==> config.mk <==
export PLATFORM = sky130hd
export DESIGN_NAME = mesh_fault_tolerant_route_select
export DESIGN_NICKNAME = d
export VERILOG_FILES = /design/src/rtl/core/mftrs_pkg.sv /design/src/rtl/core/mesh_fault_tolerant_route_select.sv
export VERILOG_INCLUDE_DIRS = /design/src /design/src/rtl/core
export SDC_FILE = /design/constraint.sdc
export NUM_CORES = 1
export LEC_CHECK = 0
export BUFFER_PORTS_ARGS = -buffer_cell sky130_fd_sc_hd__buf_2
export CAP_MARGIN = 40
export CORE_ASPECT_RATIO = 0.75
export CORE_UTILIZATION = 34
export DETAILED_ROUTE_END_ITERATION = 8
export SETUP_SLACK_MARGIN = 0.1
export SYNTH_ARGS = -nofsm -noshare
export SYNTH_HDL_FRONTEND = slang
export SYNTH_SLANG_ARGS = --single-unit
==> constraint.sdc <==
create_clock -name clk -period 2.95 [get_ports clk]
set_clock_uncertainty 0.05 [all_clocks]
set_input_delay 0.1475 -clock clk [delete_from_list [all_inputs] [get_ports clk]]
set_output_delay 0.1475 -clock clk [all_outputs]
set_load 0.01 [all_outputs]
==> src/rtl/core/mesh_fault_tolerant_route_select_assert.svh <==
`ifndef MESH_FAULT_TOLERANT_ROUTE_SELECT_ASSERT_SVH
`define MESH_FAULT_TOLERANT_ROUTE_SELECT_ASSERT_SVH

// Same-cycle implication, checked outside reset.
`define MFTRS_ASSERT_NOW(label, clk, rst_n, ante, cons) \
  label: assert property (@(posedge clk) disable iff (!rst_n) (ante) |-> (cons)) \
    else $error("route select: same-cycle check failed");

// Next-cycle implication, checked outside reset.
`define MFTRS_ASSERT_NEXT(label, clk, rst_n, ante, cons) \
  label: assert property (@(posedge clk) disable iff (!rst_n) (ante) |=> (cons)) \
    else $error("route select: next-cycle check failed");

`endif

==> src/rtl/core/mftrs_pkg.sv <==
`default_nettype none

package mftrs_pkg;

  localparam int COORD_BITS  = 4;
  localparam int CREDIT_BITS = 4;
  localparam int ROWS_BITS   = COORD_BITS + 1;
  localparam int CFG_BITS    = ROWS_BITS;
  localparam int LFSR_BITS   = 16;

  localparam logic [LFSR_BITS-1:0] LFSR_SEED = 16'hACE1;

  // Port codes shared by the arrival and the chosen port.
  localparam logic [2:0] PORT_LOCAL = 3'd0;
  localparam logic [2:0] PORT_NORTH = 3'd1;
  localparam logic [2:0] PORT_SOUTH = 3'd2;
  localparam logic [2:0] PORT_WEST  = 3'd3;
  localparam logic [2:0] PORT_EAST  = 3'd4;

  // Configuration register indexes.
  localparam logic [1:0] CFG_ROUTER_X  = 2'd0;
  localparam logic [1:0] CFG_ROUTER_Y  = 2'd1;
  localparam logic [1:0] CFG_MESH_ROWS = 2'd2;
  localparam logic [1:0] CFG_FAULTY    = 2'd3;

  typedef struct packed {
    logic [COORD_BITS-1:0]  dest_x;
    logic [COORD_BITS-1:0]  dest_y;
    logic [COORD_BITS-1:0]  src_x;
    logic [COORD_BITS-1:0]  src_y;
    logic [2:0]             in_port;
    logic                   in_vc;
    logic [CREDIT_BITS-1:0] credit_east;
    logic [CREDIT_BITS-1:0] credit_west;
    logic [CREDIT_BITS-1:0] credit_north_vc0;
    logic [CREDIT_BITS-1:0] credit_north_vc1;
    logic [CREDIT_BITS-1:0] credit_south_vc0;
    logic [CREDIT_BITS-1:0] credit_south_vc1;
  } mftrs_in_t;

  typedef struct packed {
    logic [2:0] out_port;
    logic       out_vc;
    logic [2:0] from_port;
    logic       from_vc;
  } mftrs_out_t;

endpackage

`default_nettype wire

==> src/rtl/core/mesh_fault_tolerant_route_select.sv <==
`default_nettype none

// Route computation for one router of a 2D mesh: each head-flit beat on the
// in_ channel yields exactly one out_ beat carrying the chosen output port and
// VC plus the echoed arrival port and VC. The block is a two-register pipeline
// (input register, combinational route rules, result register), and one beat
// per cycle is sustained while out_stall stays low. Router position, mesh
// height and the neighbor fault flags are written through the cfg_ port; the
// user must write them only while no beat is in flight, which the block does
// not enforce. Credit ties and the free north/south choice take bit 0 of a
// 16-bit LFSR that steps only when such a draw is used.
module mesh_fault_tolerant_route_select (
  input  wire                          clk,
  input  wire                          rst_n,
  input  wire                          cfg_we,
  input  wire  [1:0]                   cfg_index,
  input  wire  [mftrs_pkg::CFG_BITS-1:0] cfg_wdata,
  input  wire                          in_valid,
  output logic                         in_stall,
  input  mftrs_pkg::mftrs_in_t         in_data,
  output logic                         out_valid,
  input  wire                          out_stall,
  output mftrs_pkg::mftrs_out_t        out_data
);
  import mftrs_pkg::*;

  typedef struct packed {
    logic [2:0] port;
    logic       vc;
  } sel_t;

  typedef struct packed {
    sel_t sel;
    logic draw;
  } route_t;

  localparam sel_t SEL_LOCAL = '{port: PORT_LOCAL, vc: 1'b0};
  localparam sel_t SEL_N0    = '{port: PORT_NORTH, vc: 1'b0};
  localparam sel_t SEL_S0    = '{port: PORT_SOUTH, vc: 1'b0};
  localparam sel_t SEL_W     = '{port: PORT_WEST,  vc: 1'b0};
  localparam sel_t SEL_E     = '{port: PORT_EAST,  vc: 1'b0};
  localparam sel_t SEL_N1    = '{port: PORT_NORTH, vc: 1'b1};
  localparam sel_t SEL_S1    = '{port: PORT_SOUTH, vc: 1'b1};

  logic [COORD_BITS-1:0] router_x_r;
  logic [COORD_BITS-1:0] router_y_r;
  logic [ROWS_BITS-1:0]  mesh_rows_r;
  logic [3:0]            faulty_r;
  logic [LFSR_BITS-1:0]  lfsr_r;
  logic [LFSR_BITS-1:0]  lfsr_nxt;

  logic       s1_valid_r;
  mftrs_in_t  s1_data_r;
  logic       out_valid_r;
  mftrs_out_t out_data_r;

  logic s2_ready;
  logic s1_move;
  logic in_accept;
  logic coin;

  logic [COORD_BITS-1:0] dx, dy, sx, sy, rx, ry, adx, ady;
  logic [ROWS_BITS-1:0]  ry_ext, dy_ext;
  logic                  f_n, f_s, f_w, f_e;
  logic                  north_is_dest, south_is_dest, on_south_edge;
  route_t                route;

  assign s2_ready  = !out_valid_r || !out_stall;
  assign s1_move   = s1_valid_r && s2_ready;
  assign in_stall  = s1_valid_r && !s2_ready;
  assign in_accept = in_valid && !in_stall;
  assign out_valid = out_valid_r;
  assign out_data  = out_data_r;

  assign dx  = s1_data_r.dest_x;
  assign dy  = s1_data_r.dest_y;
  assign sx  = s1_data_r.src_x;
  assign sy  = s1_data_r.src_y;
  assign rx  = router_x_r;
  assign ry  = router_y_r;
  assign adx = (dx > rx) ? dx - rx : rx - dx;
  assign ady = (dy > ry) ? dy - ry : ry - dy;
  assign f_n = faulty_r[0];
  assign f_s = faulty_r[1];
  assign f_w = faulty_r[2];
  assign f_e = faulty_r[3];
  assign coin = lfsr_r[0];

  // Neighbor tests are done one bit wider so no edge row wraps around.
  assign ry_ext        = {1'b0, ry};
  assign dy_ext        = {1'b0, dy};
  assign north_is_dest = (dx == rx) && (dy_ext + 1'b1 == ry_ext);
  assign south_is_dest = (dx == rx) && (dy_ext == ry_ext + 1'b1);
  assign on_south_edge = (mesh_rows_r != '0) && (ry_ext == mesh_rows_r - 1'b1);

  function automatic route_t diag_f(input logic fh, input logic fv,
                                    input logic [CREDIT_BITS-1:0] ch,
                                    input logic [CREDIT_BITS-1:0] cv,
                                    input sel_t h, input sel_t v);
    route_t r;
    r.draw = 1'b0;
    if (adx != '0 && ady == '0) begin
      r.sel = h;
    end else if (adx == '0 && ady != '0) begin
      r.sel = v;
    end else if (adx == 1 && ady != '0) begin
      r.sel = fv ? h : v;
    end else if (adx > 1 && ady == 1) begin
      r.sel = fh ? v : h;
    end else if (fh && !fv) begin
      r.sel = v;
    end else if (!fh && fv) begin
      r.sel = h;
    end else if (ch > cv) begin
      r.sel = h;
    end else if (ch < cv) begin
      r.sel = v;
    end else begin
      r.draw = 1'b1;
      r.sel  = coin ? v : h;
    end
    return r;
  endfunction

  function automatic route_t horiz_f(input logic fh, input sel_t h,
                                     input sel_t n, input sel_t s);
    route_t r;
    r.draw = 1'b0;
    if (dy == ry) begin
      if (!fh) begin
        r.sel = h;
      end else if (!f_n && f_s) begin
        r.sel = n;
      end else if (f_n && !f_s) begin
        r.sel = s;
      end else if (ry == '0) begin
        r.sel = s;
      end else if (on_south_edge) begin
        r.sel = n;
      end else begin
        r.draw = 1'b1;
        r.sel  = coin ? s : n;
      end
    end else if (north_is_dest) begin
      r.sel = n;
    end else if (south_is_dest) begin
      r.sel = s;
    end else if (fh && dy < ry && s1_data_r.in_port != PORT_NORTH) begin
      r.sel = n;
    end else if (fh && dy > ry && s1_data_r.in_port != PORT_SOUTH) begin
      r.sel = s;
    end else begin
      r.sel = h;
    end
    return r;
  endfunction

  function automatic route_t vert_f(input logic fv, input sel_t v);
    route_t r;
    r.draw = 1'b0;
    if (dx == rx) begin
      if (fv) begin
        r.sel = (rx != '0) ? SEL_W : SEL_E;
      end else begin
        r.sel = v;
      end
    end else if (dx > rx) begin
      if (s1_data_r.in_port != PORT_EAST && !f_e) begin
        r.sel = SEL_E;
      end else begin
        r.sel = (dy == ry) ? SEL_E : v;
      end
    end else begin
      if (s1_data_r.in_port != PORT_WEST && !f_w) begin
        r.sel = SEL_W;
      end else begin
        r.sel = (dy == ry) ? SEL_W : v;
      end
    end
    return r;
  endfunction

  always_comb begin
    if (rx == dx && ry == dy) begin
      route = '{sel: SEL_LOCAL, draw: 1'b0};
    end else if (sy == dy && sx < dx) begin
      route = horiz_f(f_e, SEL_E, SEL_N0, SEL_S0);
    end else if (sy == dy && sx > dx) begin
      route = horiz_f(f_w, SEL_W, SEL_N1, SEL_S1);
    end else if (sy > dy && sx == dx) begin
      route = vert_f(f_n, SEL_N1);
    end else if (sy < dy && sx == dx) begin
      route = vert_f(f_s, SEL_S1);
    end else if (sy > dy && sx < dx) begin
      route = diag_f(f_e, f_n, s1_data_r.credit_east, s1_data_r.credit_north_vc0,
                     SEL_E, SEL_N0);
    end else if (sy > dy && sx > dx) begin
      route = diag_f(f_w, f_n, s1_data_r.credit_west, s1_data_r.credit_north_vc1,
                     SEL_W, SEL_N1);
    end else if (sy < dy && sx < dx) begin
      route = diag_f(f_e, f_s, s1_data_r.credit_east, s1_data_r.credit_south_vc0,
                     SEL_E, SEL_S0);
    end else begin
      // Also covers a packet whose source equals its destination.
      route = diag_f(f_w, f_s, s1_data_r.credit_west, s1_data_r.credit_south_vc1,
                     SEL_W, SEL_S1);
    end
  end

  // Fibonacci LFSR, taps 16, 14, 13, 11; it steps only when a draw is used.
  always_comb begin
    lfsr_nxt = lfsr_r;
    if (s1_move && route.draw) begin
      lfsr_nxt = {lfsr_r[0] ^ lfsr_r[2] ^ lfsr_r[3] ^ lfsr_r[5], lfsr_r[LFSR_BITS-1:1]};
    end
  end

  always_ff @(posedge clk) begin
    if (!rst_n) begin
      router_x_r  <= '0;
      router_y_r  <= '0;
      mesh_rows_r <= ROWS_BITS'(4);
      faulty_r    <= '0;
      lfsr_r      <= LFSR_SEED;
      s1_valid_r  <= 1'b0;
      out_valid_r <= 1'b0;
    end else begin
      if (cfg_we) begin
        case (cfg_index)
          CFG_ROUTER_X:  router_x_r  <= cfg_wdata[COORD_BITS-1:0];
          CFG_ROUTER_Y:  router_y_r  <= cfg_wdata[COORD_BITS-1:0];
          CFG_MESH_ROWS: mesh_rows_r <= cfg_wdata[ROWS_BITS-1:0];
          CFG_FAULTY:    faulty_r    <= cfg_wdata[3:0];
          default: ;
        endcase
      end
      lfsr_r      <= lfsr_nxt;
      s1_valid_r  <= in_accept || (s1_valid_r && !s1_move);
      out_valid_r <= s1_move || (out_valid_r && out_stall);
    end
  end

  always_ff @(posedge clk) begin
    if (in_accept) begin
      s1_data_r <= in_data;
    end
    if (s1_move) begin
      out_data_r.out_port  <= route.sel.port;
      out_data_r.out_vc    <= route.sel.vc;
      out_data_r.from_port <= s1_data_r.in_port;
      out_data_r.from_vc   <= s1_data_r.in_vc;
    end
  end

  `include "mesh_fault_tolerant_route_select_assert.svh"

  `MFTRS_ASSERT_NOW(a_lfsr_nonzero, clk, rst_n, 1'b1, lfsr_r != '0)
  `MFTRS_ASSERT_NEXT(a_lfsr_holds, clk, rst_n, !(s1_move && route.draw), lfsr_r == $past(lfsr_r))
  `MFTRS_ASSERT_NEXT(a_beat_reaches_s1, clk, rst_n, in_accept, s1_valid_r)
  `MFTRS_ASSERT_NEXT(a_beat_reaches_out, clk, rst_n, s1_move, out_valid_r)
  `MFTRS_ASSERT_NOW(a_vc1_vertical, clk, rst_n, out_valid_r && out_data_r.out_vc,
                    out_data_r.out_port == PORT_NORTH || out_data_r.out_port == PORT_SOUTH)

endmodule

`default_nettype wire
Word level (Yosys, flattened, before mapping)
Index checks and enable logic that the tools add are counted.
Widths: inputs -> output; s select.
{"block": "classes", "n_mux": 131, "n_reduce_logical": 65, "n_lt_le_gt_ge": 16, "add_sub_neg": 7, "n_eq_ne": 18, "bitwise_logic": 3}
{"cell": "$mux 4", "count": 44}
{"cell": "$mux 3", "count": 26}
{"cell": "$logic_and 1x1->1", "count": 41}
{"cell": "$mux 1", "count": 41}
{"cell": "$mux 5", "count": 7}
{"cell": "$gt 4x4->1", "count": 8}
{"cell": "$lt 4x4->1", "count": 7}
{"cell": "$mux 2", "count": 13}
{"cell": "$eq 4x4->1", "count": 6}
{"cell": "$sub 4x4->4", "count": 4}
{"cell": "$logic_not 4->1", "count": 3}
{"cell": "$reduce_bool 4->1", "count": 3}
{"cell": "$add 4x1->5 const B", "count": 2}
{"cell": "$eq 4x5->1", "count": 2}
{"cell": "$logic_not 1->1", "count": 9}
{"cell": "$eq 4x1->1 const B", "count": 2}
{"cell": "$reduce_and 2->1", "count": 4}
{"cell": "$ne 3x2->1 const B", "count": 2}
{"cell": "$eq 5x4->1", "count": 1}
{"cell": "$reduce_bool 5->1", "count": 1}
{"cell": "$sub 5x1->5 const B", "count": 1}
{"cell": "$eq 2x2->1 const B", "count": 2}
{"cell": "$gt 4x1->1 const B", "count": 1}
{"cell": "$logic_or 1x1->1", "count": 3}
{"cell": "5 further kinds", "count": 7}
{"block": "totals", "output_inout_bits": 10, "wordCells": 263, "ff_bits": 87, "input_bits": 56}

Depth between registers and ports, before layout
Gate-level depths: netlist of the first run.
{"block": "depth", "word_depth": 18, "mapped_depth": 13, "depth_no_buf": 12}

Least setup slack after synthesis of the first run
OpenSTA, ideal clock, no wires.
{"block": "synth_path", "path_type": "reg-to-reg", "from": "reg s1_data_r, in the netlist dx[0]", "to": "reg lfsr_r[15]", "t_required_ps": 2779, "period_less_slack_ps": 3097, "setup_slack_ps": -147, "path_stages_with_launch": 13, "arrival_ps": 2926, "setup_ps": 121, "cell_sequence": "edfxtp_1 -> inv_1 -> ha_1 -> inv_1 -> fa_1 -> o21a_1 -> o211ai_2 -> o211ai_1 -> a32oi_2 -> nand2_2 -> mux2i_2 -> a31oi_4 -> mux2_4"}
{"block": "synth_between", "elab_chain_len": 17, "elab_cells_between_ends": 49, "classes_between": "add/sub: 2; order compare: 4; eq/ne: 3; mux: 25; reduce/logical: 15"}
{"item": "start, declared", "line_no": "mesh_fault_tolerant_route_select.sv:53", "source": "mftrs_in_t s1_data_r;"}
{"item": "start signal, assigned", "line_no": "mesh_fault_tolerant_route_select.sv:245", "source": "s1_data_r <= in_data;"}
{"item": "$sub 4x4->4 / $gt 4x4->1 (equally long branches)", "line_no": "mesh_fault_tolerant_route_select.sv:81", "source": "assign adx = (dx > rx) ? dx - rx : rx - dx;"}
{"item": "$mux 4", "line_no": "mesh_fault_tolerant_route_select.sv:81"}
{"item": "$gt 4x1->1", "line_no": "mesh_fault_tolerant_route_select.sv:108", "source": "end else if (adx > 1 && ady == 1) begin"}
{"item": "$logic_and 1x1->1", "line_no": "mesh_fault_tolerant_route_select.sv:108"}
{"item": "$mux 1", "line_no": "mesh_fault_tolerant_route_select.sv:108"}
{"item": "$mux 1", "line_no": "mesh_fault_tolerant_route_select.sv:106", "source": "end else if (adx == 1 && ady != '0) begin"}
{"item": "$mux 1", "line_no": "mesh_fault_tolerant_route_select.sv:104", "source": "end else if (adx == '0 && ady != '0) begin"}
{"item": "$mux 1", "line_no": "mesh_fault_tolerant_route_select.sv:102", "source": "if (adx != '0 && ady == '0) begin"}
{"item": "$mux 5", "line_no": "mesh_fault_tolerant_route_select.sv:200", "source": "end else if (sy < dy && sx < dx) begin"}
{"item": "$mux 5", "line_no": "mesh_fault_tolerant_route_select.sv:197", "source": "end else if (sy > dy && sx > dx) begin"}
{"item": "$mux 5", "line_no": "mesh_fault_tolerant_route_select.sv:194", "source": "end else if (sy > dy && sx < dx) begin"}
{"item": "$mux 5", "line_no": "mesh_fault_tolerant_route_select.sv:192", "source": "end else if (sy < dy && sx == dx) begin"}
{"item": "$mux 5", "line_no": "mesh_fault_tolerant_route_select.sv:190", "source": "end else if (sy > dy && sx == dx) begin"}
{"item": "$mux 5", "line_no": "mesh_fault_tolerant_route_select.sv:188", "source": "end else if (sy == dy && sx > dx) begin"}
{"item": "$mux 5", "line_no": "mesh_fault_tolerant_route_select.sv:186", "source": "end else if (sy == dy && sx < dx) begin"}
{"item": "$mux 1 (*)", "line_no": "mesh_fault_tolerant_route_select.sv:184", "source": "if (rx == dx && ry == dy) begin"}
{"item": "$logic_and 1x1->1 (*)", "line_no": "mesh_fault_tolerant_route_select.sv:213", "source": "if (s1_move && route.draw) begin"}
{"item": "end signal, assigned", "line_no": "mesh_fault_tolerant_route_select.sv:237", "source": "lfsr_r <= lfsr_nxt;"}
{"item": "end, declared", "line_no": "mesh_fault_tolerant_route_select.sv:49", "source": "logic [LFSR_BITS-1:0] lfsr_r;"}
Every way passes the cells marked *; elsewhere a longest branch is shown, timed or not.
A chain may end at the register's enable or synchronous reset.

Worst setup path after layout of the first run
{"block": "layout_path", "from": "reg s1_data_r, in the netlist dx[0]", "to": "reg out_data_r, in the netlist out_data[7] (data pin)"}
{"block": "layout_between", "elab_chain_len": 15, "elab_cells_between_ends": 49, "classes_between": "add/sub: 2; order compare: 4; eq/ne: 4; mux: 23; reduce/logical: 16"}
{"item": "$sub 4x4->4 / $gt 4x4->1 (equally long branches)", "line_no": "mesh_fault_tolerant_route_select.sv:81, mesh_fault_tolerant_route_select.sv:167"}
{"item": "$mux 4", "line_no": "mesh_fault_tolerant_route_select.sv:81"}
{"item": "$gt 4x1->1", "line_no": "mesh_fault_tolerant_route_select.sv:108"}
{"item": "$logic_and 1x1->1", "line_no": "mesh_fault_tolerant_route_select.sv:108"}
{"item": "$mux 4", "line_no": "mesh_fault_tolerant_route_select.sv:108"}
{"item": "$mux 4", "line_no": "mesh_fault_tolerant_route_select.sv:106"}
{"item": "$mux 4", "line_no": "mesh_fault_tolerant_route_select.sv:104"}
{"item": "$mux 4", "line_no": "mesh_fault_tolerant_route_select.sv:102"}
{"item": "$mux 5", "line_no": "mesh_fault_tolerant_route_select.sv:200"}
{"item": "$mux 5", "line_no": "mesh_fault_tolerant_route_select.sv:197"}
{"item": "$mux 5", "line_no": "mesh_fault_tolerant_route_select.sv:194"}
{"item": "$mux 5", "line_no": "mesh_fault_tolerant_route_select.sv:192"}
{"item": "$mux 5", "line_no": "mesh_fault_tolerant_route_select.sv:190"}
{"item": "$mux 5", "line_no": "mesh_fault_tolerant_route_select.sv:188"}
{"item": "$mux 5", "line_no": "mesh_fault_tolerant_route_select.sv:186"}
{"item": "end, declared", "line_no": "mesh_fault_tolerant_route_select.sv:55", "source": "mftrs_out_t out_data_r;"}
Parallel ways exist; a longest one is shown, timed or not.

==> impl_metrics.env, run 1 <==
export IMPL_status="finished, violations left"
export IMPL_violations="setup timing"
export IMPL_synth_cell_types=74
export IMPL_leakagePower_nw=3.31
export IMPL_r2r_cells=14
export IMPL_slew_violations=0
export IMPL_num_antenna_cells=0
export IMPL_cp_required_ns=3.01
export IMPL_p_int_w=0.00241
export IMPL_sequentialPowerShare_pct=40.7
export IMPL_cts_num_sinks=87
export IMPL_clockBufferDepth=2
export IMPL_hpwlAfterDp_um=11400
export IMPL_synth_area_um2=5500
export IMPL_seq_area_frac_synth_pct=41.2
export IMPL_netlist_instances=550
export IMPL_avgSynthCellArea_um2=9.99
export IMPL_finalCritPeriodShare_pct=104
export IMPL_worst_pin_slew_ns=0.665
export IMPL_grt_pass1_vias=4598
export IMPL_p_switching_w=0.00103
export IMPL_nNetsFinal=845
export IMPL_cp_arrival_ns=3.12
export IMPL_power_density_nw_per_um2=449
export IMPL_ys_seq_elements=87
export IMPL_p_clk_share_pct=33.0
export IMPL_tns_ns=-0.881
export IMPL_ys_warn_count=0
export IMPL_track_usage_pct=18.6
export IMPL_dpl_worst_slack_ns=-0.311
export IMPL_gp_congestion=0.914
export IMPL_clock_root_buffer="clkbuf_16"
export IMPL_ioPinCount=66
export IMPL_antenna_found_initial=0
export IMPL_layout_setup_ws_ns=-0.109
export IMPL_timing_fmax_ghz=0.327
export IMPL_synthArstFlopShare_pct=0
export IMPL_row_count=39
export IMPL_path_max_fanout=5
export IMPL_drive_gt1_share_pct=27.8
export IMPL_vdd_ir_drop_max_v=0.000255
export IMPL_htree_levels=3
export IMPL_cts_tree="yes"
export IMPL_routed_wl_um=14800
export IMPL_start_kind="flop"
export IMPL_max_cap_viol_count=0
export IMPL_postRouteAntennaNets=0
export IMPL_io_buffer_count=65
export IMPL_critPathKind="reg -> reg"
export IMPL_die_area_um2=16700
export IMPL_area_growth_pct=39.3
export IMPL_overflow=0
export IMPL_dr_total_vias=4779
export IMPL_crit_path_end_kind="flop"
export IMPL_grt_setup_unrepaired="true"
export IMPL_fin_crit_ns=3.06
export IMPL_synth_enable_flop_cells=52
export IMPL_syn_nets=652
export IMPL_holdPathStages=3
export IMPL_worstSkewPairLatency_ns=0.36
export IMPL_clkSlewWorstSetupHoldPaths_ns=0.07
export IMPL_ys_dominant_reg_cell="edfxtp_1"
export IMPL_firstDrtPassIters=4
export IMPL_hold_class="in -> reg"
export IMPL_grt_max_degree=45
export IMPL_hold_viol=0
export IMPL_die_y_um=112
export IMPL_cts_made_buffers=9
export IMPL_switching_share_pct=30.0
export IMPL_post_route_drc_count=0
export IMPL_initial_core_util_pct=35.4
export IMPL_relSlewSlack_pct=55.3
export IMPL_post_drt_via_cell_ratio=5.01
export IMPL_p_comb_share_pct=26.3
export IMPL_dr_first_iter_drc_count=321
export IMPL_wl_per_cell_um=15.5
export IMPL_grt_pass1_wl_um=23900
export IMPL_core_area_um2=15500
export IMPL_setup_violations=15
export IMPL_die_x_um=149
[state kept, by name (all words and copies together) (netlist names)]
register     count
router_x_r       4
dy               4
router_y_r       4
s1_valid_r       1
sy               4
out_data         8
s1_data_r       28
lfsr_r          16
out_valid        1
dx               4
mesh_rows_r      5
sx               4
faulty_r         4
[cells in the mapped netlist (5+ instances only)]
library cell / number / share of area (%)
a211oi_1: 6 / 0.82
a21boi_0: 5 / 0.68
a21oi_1: 27 / 2.5
a31oi_1: 9 / 1.0
and4_1: 5 / 0.80
buf_2: 5 / 0.46
clkbuf_1: 9 / 0.61
dfxtp_1: 35 / 13
edfxtp_1: 52 / 28
ha_1: 42 / 9.6
inv_1: 45 / 3.1
mux2i_1: 33 / 6.0
nand2_1: 40 / 2.7
nand2b_1: 5 / 0.57
nand3_1: 11 / 1.0
nand4_1: 8 / 0.91
nor2_1: 31 / 2.1
nor2b_1: 42 / 4.8
nor3_1: 9 / 0.82
o211ai_1: 6 / 0.82
o21a_1: 6 / 0.82
o21ai_0: 17 / 1.5
o21ai_1: 5 / 0.46
xnor2_1: 13 / 2.1
xor2_1: 6 / 0.96
[layout make-up]
type / instances / area (um^2)
multi-input cells: 402 / 3180
clock inverters: 7 / 63.8
repair buffers: 198 / 1490
well taps: 205 / 256
clock buffers: 9 / 225
fillers: 1466 / 7860
inverters: 45 / 169
flip-flops and latches: 87 / 2260
[worst max-delay path: stages, from the launching register on]
cell and delay (ns):
edfxtp_1 0.40, inv_1 0.08, ha_2 0.16, inv_2 0.04, fa_2 0.34, o21a_1 0.20
o211ai_2 0.23, buf_4 0.17, o21ba_1 0.13, a32oi_2 0.08, buf_4 0.18, a22o_1 0.22
o21ai_1 0.12, a41oi_2 0.17, a32o_1 0.25
[placed cells by master (no fill, tap or decap), types with 4 or more instances in the layout]
| master | count |
|---|---|
| buf_4 | 73 |
| buf_2 | 66 |
| edfxtp_1 | 52 |
| dlygate4sd3_1 | 47 |
| inv_1 | 44 |
| nor2b_1 | 41 |
| nand2_1 | 40 |
| ha_1 | 37 |
| dfxtp_1 | 33 |
| nor2_1 | 30 |
| mux2i_1 | 29 |
| a21oi_1 | 26 |
| o21ai_0 | 14 |
| xnor2_1 | 13 |
| nand3_1 | 10 |
| clkbuf_16 | 9 |
| buf_6 | 9 |
| o21ai_1 | 8 |
| nor3_1 | 8 |
| nand4_1 | 8 |
| a31oi_1 | 8 |
| o21a_1 | 6 |
| o211ai_1 | 6 |
| xor2_1 | 6 |
| and4_1 | 5 |
| nand2b_1 | 5 |
| a211oi_1 | 5 |
| a21boi_0 | 4 |
| nor3b_1 | 4 |
| nand3b_1 | 4 |
[repair_timing]
item,in CTS,in global routing
pin swaps,15,5
buffers inserted,9,4
hold buffers,47,0
endpoints found under the setup margin,20,20
hold endpoints to repair,47,0
resized for setup,36,8
[metrics by stage]
step                instance area (um^2)  cells  hold WS [ns]  total power [W]  util, %
floorplan                           5530    550         0.196          0.00187        -
global placement                    6600    875         0.274          0.00216     42.5
CTS                                 7590    949        0.0699          0.00346     48.9
global route                        7650    953        0.0921          0.00360     49.3
finish                              7650    953        0.0792          0.00344     49.3
detailed placement                  6610    877         0.276          0.00217     42.6
[kinds of logic (layout without fill, tap and decap cells)]
logic type      count (synthesis)  in the layout  synth area share [%]
compound gates                125            125                  16.7
xor+xnor                       19             19                  3.03
fa+ha+maj                      47             47                  11.2
buf+inv                        61            259                  4.42
flops                          87             87                  41.2
mux                            35             35                  6.53
simple gates                  176            176                  16.9
[routing by layer]
metal	vias up	track usage (%)	wire, um
li1	2399	-	-
met1	2245	27.4	7690
met2	121	26.8	6130
met3	14	4.67	782
met4	0	4.63	200
met5	-	0	0
[path summary, 6_finish.rpt]
check / from / endpoint / slack, ns
hold reg to reg: s1_data_r[24] / out_data[0] / 0.39
setup / recovery: dx[0] / out_data[7] / -0.11
hold / removal: cfg_wdata[2] / mesh_rows_r[2] / 0.08
setup reg to reg: dx[0] / out_data[7] / -0.11
[power groups by stage]
stage / Sequential (W) / Clock [W] / Combinational, W
6_report: 0.00140 / 0.00113 / 0.000902
5_1_grt: 0.00141 / 0.00121 / 0.000984
4_1_cts: 0.00140 / 0.00118 / 0.000876
3_5_place_dp: 0.00143 / 0 / 0.000740
3_3_place_gp: 0.00142 / 0 / 0.000732
2_1_floorplan: 0.00142 / 0 / 0.000450
No activity file was read; power rests on OpenSTA's default activity.
==> inputs of run 2 (changes only) <==
==> constraint.sdc (replaced) <==
create_clock -name clk -period 2.95 [get_ports clk]
set_clock_uncertainty 0.05 [all_clocks]
set_input_delay 0.4425 -clock clk [delete_from_list [all_inputs] [get_ports clk]]
set_output_delay 0.4425 -clock clk [all_outputs]
set_load 0.01 [all_outputs]
==> impl_metrics.env, run 2 (synthesized netlist as in run 1, its figures left out) <==
export IMPL_path_max_fanout=8
export IMPL_overflow=0
export IMPL_ioPinCount=66
export IMPL_power_density_nw_per_um2=472
export IMPL_post_route_drc_count=0
export IMPL_crit_path_end_kind="flop"
export IMPL_max_cap_viol_count=0
export IMPL_die_y_um=112
export IMPL_violations="setup timing"
export IMPL_dr_first_iter_drc_count=294
export IMPL_ctsHoldBuffers=0
export IMPL_layout_setup_ws_ns=-0.115
export IMPL_cp_arrival_ns=3.30
export IMPL_row_count=39
export IMPL_cp_endpoint="lfsr_r[12]"
export IMPL_worstSkewPairLatency_ns=0.36
export IMPL_finalCritPeriodShare_pct=104
export IMPL_relSlewSlack_pct=43.7
export IMPL_fillers=1487
export IMPL_cts_num_sinks=87
export IMPL_clockBufferDepth=2
export IMPL_grt_pass1_vias=4455
export IMPL_switching_share_pct=29.7
export IMPL_htree_levels=3
export IMPL_p_comb_share_pct=24.3
export IMPL_track_usage_pct=18.3
export IMPL_cp_depth=15
export IMPL_cp_required_ns=3.18
export IMPL_post_drt_via_cell_ratio=5.11
export IMPL_largest_register_ffs=28
export IMPL_dr_total_vias=4587
export IMPL_wl_per_cell_um=16.4
export IMPL_dpl_worst_slack_ns=-0.166
export IMPL_antenna_found_initial=0
export IMPL_hold_class="in -> reg"
export IMPL_clock_root_buffer="clkbuf_16"
export IMPL_firstDrtPassIters=5
export IMPL_hold_viol=0
export IMPL_p_switching_w=0.000982
export IMPL_area_growth_pct=27.6
export IMPL_sequentialPowerShare_pct=42.2
export IMPL_io_buffer_count=65
export IMPL_postRouteAntennaNets=0
export IMPL_core_area_um2=15500
export IMPL_cts_tree="yes"
export IMPL_top_register="s1_data_r"
export IMPL_slew_violations=0
export IMPL_drive_gt1_share_pct=27.6
export IMPL_final_cell_area_um2=7010
export IMPL_setup_violations=20
export IMPL_path_buf_inv=5
export IMPL_rrSetupSlack_ns=-0.12
export IMPL_nNetsFinal=789
export IMPL_initial_core_util_pct=35.4
export IMPL_p_int_w=0.00233
export IMPL_start_kind="flop"
export IMPL_routed_wl_um=14700
export IMPL_cts_made_buffers=9
export IMPL_status="finished, violations left"
export IMPL_die_area_um2=16700
export IMPL_r2r_cells=15
export IMPL_r2r_end="lfsr_r[12]"
export IMPL_final_common_cell="buf_4"
export IMPL_final_cell_mix="buf_4, buf_2, edfxtp_1, inv_1, nor2b_1"
export IMPL_cpPeakStageDelay_ns=0.39
export IMPL_vdd_ir_drop_max_v=0.000254
export IMPL_timing_fmax_ghz=0.326
export IMPL_grt_setup_unrepaired="true"
export IMPL_critPathKind="reg -> reg"
export IMPL_leakagePower_nw=3.05
export IMPL_power_w=0.00331
export IMPL_worst_pin_slew_ns=0.843
export IMPL_critPathTopFamily="compound AO/OA/AOI/OAI gates"
export IMPL_num_antenna_cells=0
export IMPL_placed_cell_area_um2=6580
export IMPL_critPathLaunch="dx[0]"
export IMPL_grt_pass1_wl_um=23400
export IMPL_hpwlAfterDp_um=11400
export IMPL_die_x_um=149
export IMPL_fin_crit_ns=3.07
export IMPL_clkSlewWorstSetupHoldPaths_ns=0.07
export IMPL_reg2reg_from="dx[0]"
export IMPL_p_clk_share_pct=33.5
export IMPL_cpMaxStageDelayCell="edfxtp_1"
export IMPL_gp_congestion=0.921
export IMPL_cp_cell_sequence="inv_1, ha_1, inv_2, fa_2, o21a_1, o211ai_2, buf_4, o21ba_4, a32oi_2, nand2_2, buf_6, mux2i_4, a31o_1, buf_12, mux2i_2"
export IMPL_grt_max_degree=45
[run 2: worst min-delay path by stage]
stage	start	depth (start not counted)	end	slack (ns)
floorplan	s1_data_r[24]	0	out_data[0]	0.35
global placement	s1_data_r[24]	0	out_data[0]	0.37
detailed placement	s1_data_r[24]	0	out_data[0]	0.36
CTS	in_data[6]	1	s1_data_r[6]	0.20
global route	in_data[34]	1	sx[2]	0.19
finish	in_data[6]	1	s1_data_r[6]	0.21
[run 2: cell type report]
cell class / count / area, um^2 / area share (%)
tap: 205 / 256 / 3.66
sequential: 87 / 2260 / 32.3
multi-input combinational: 402 / 3110 / 44.4
timing repair buffer: 142 / 931 / 13.3
inverter: 45 / 169 / 2.41
clock inverter: 6 / 48.8 / 0.696
clock buffer: 10 / 229 / 3.27
[run 2: power groups by stage]
stage / combinational (W) / sequential [W] / clock (W)
2_1_floorplan: 0.000443 / 0.00142 / 0
3_3_place_gp: 0.000730 / 0.00142 / 0
3_5_place_dp: 0.000736 / 0.00142 / 0
4_1_cts: 0.000790 / 0.00140 / 0.00114
5_1_grt: 0.000877 / 0.00140 / 0.00120
6_report: 0.000803 / 0.00140 / 0.00111
[run 2: per-layer routing]
layer | GRT usage [%] | wire length [um] | vias to the layer above
li1 | - | - | 2288
met1 | 26.2 | 7450 | 2152
met2 | 26.9 | 6140 | 129
met3 | 5.00 | 907 | 18
met4 | 5.03 | 186 | 0
met5 | 0 | 0 | -
[run 2: through the flow]
step | hold WS [ns] | utilization [%] | setup TNS (ns) | std cells
floorplan | 0.350 | - | -0.0875 | 550
global placement | 0.368 | 42.4 | -1.91 | 877
detailed placement | 0.363 | 42.4 | -2.09 | 877
CTS | 0.196 | 45.1 | -0.807 | 897
global route | 0.192 | 45.2 | -5.42 | 897
finish | 0.206 | 45.2 | -1.42 | 897
[run 2: what timing repair did]
action / in CTS / in global routing
pin swaps: 9 / 1
endpoints found under the hold margin: 0 / 0
resized for setup: 25 / 3
gates cloned: 0 / 0
setup buffers: 4 / 0
endpoints found under the setup margin: 20 / 20
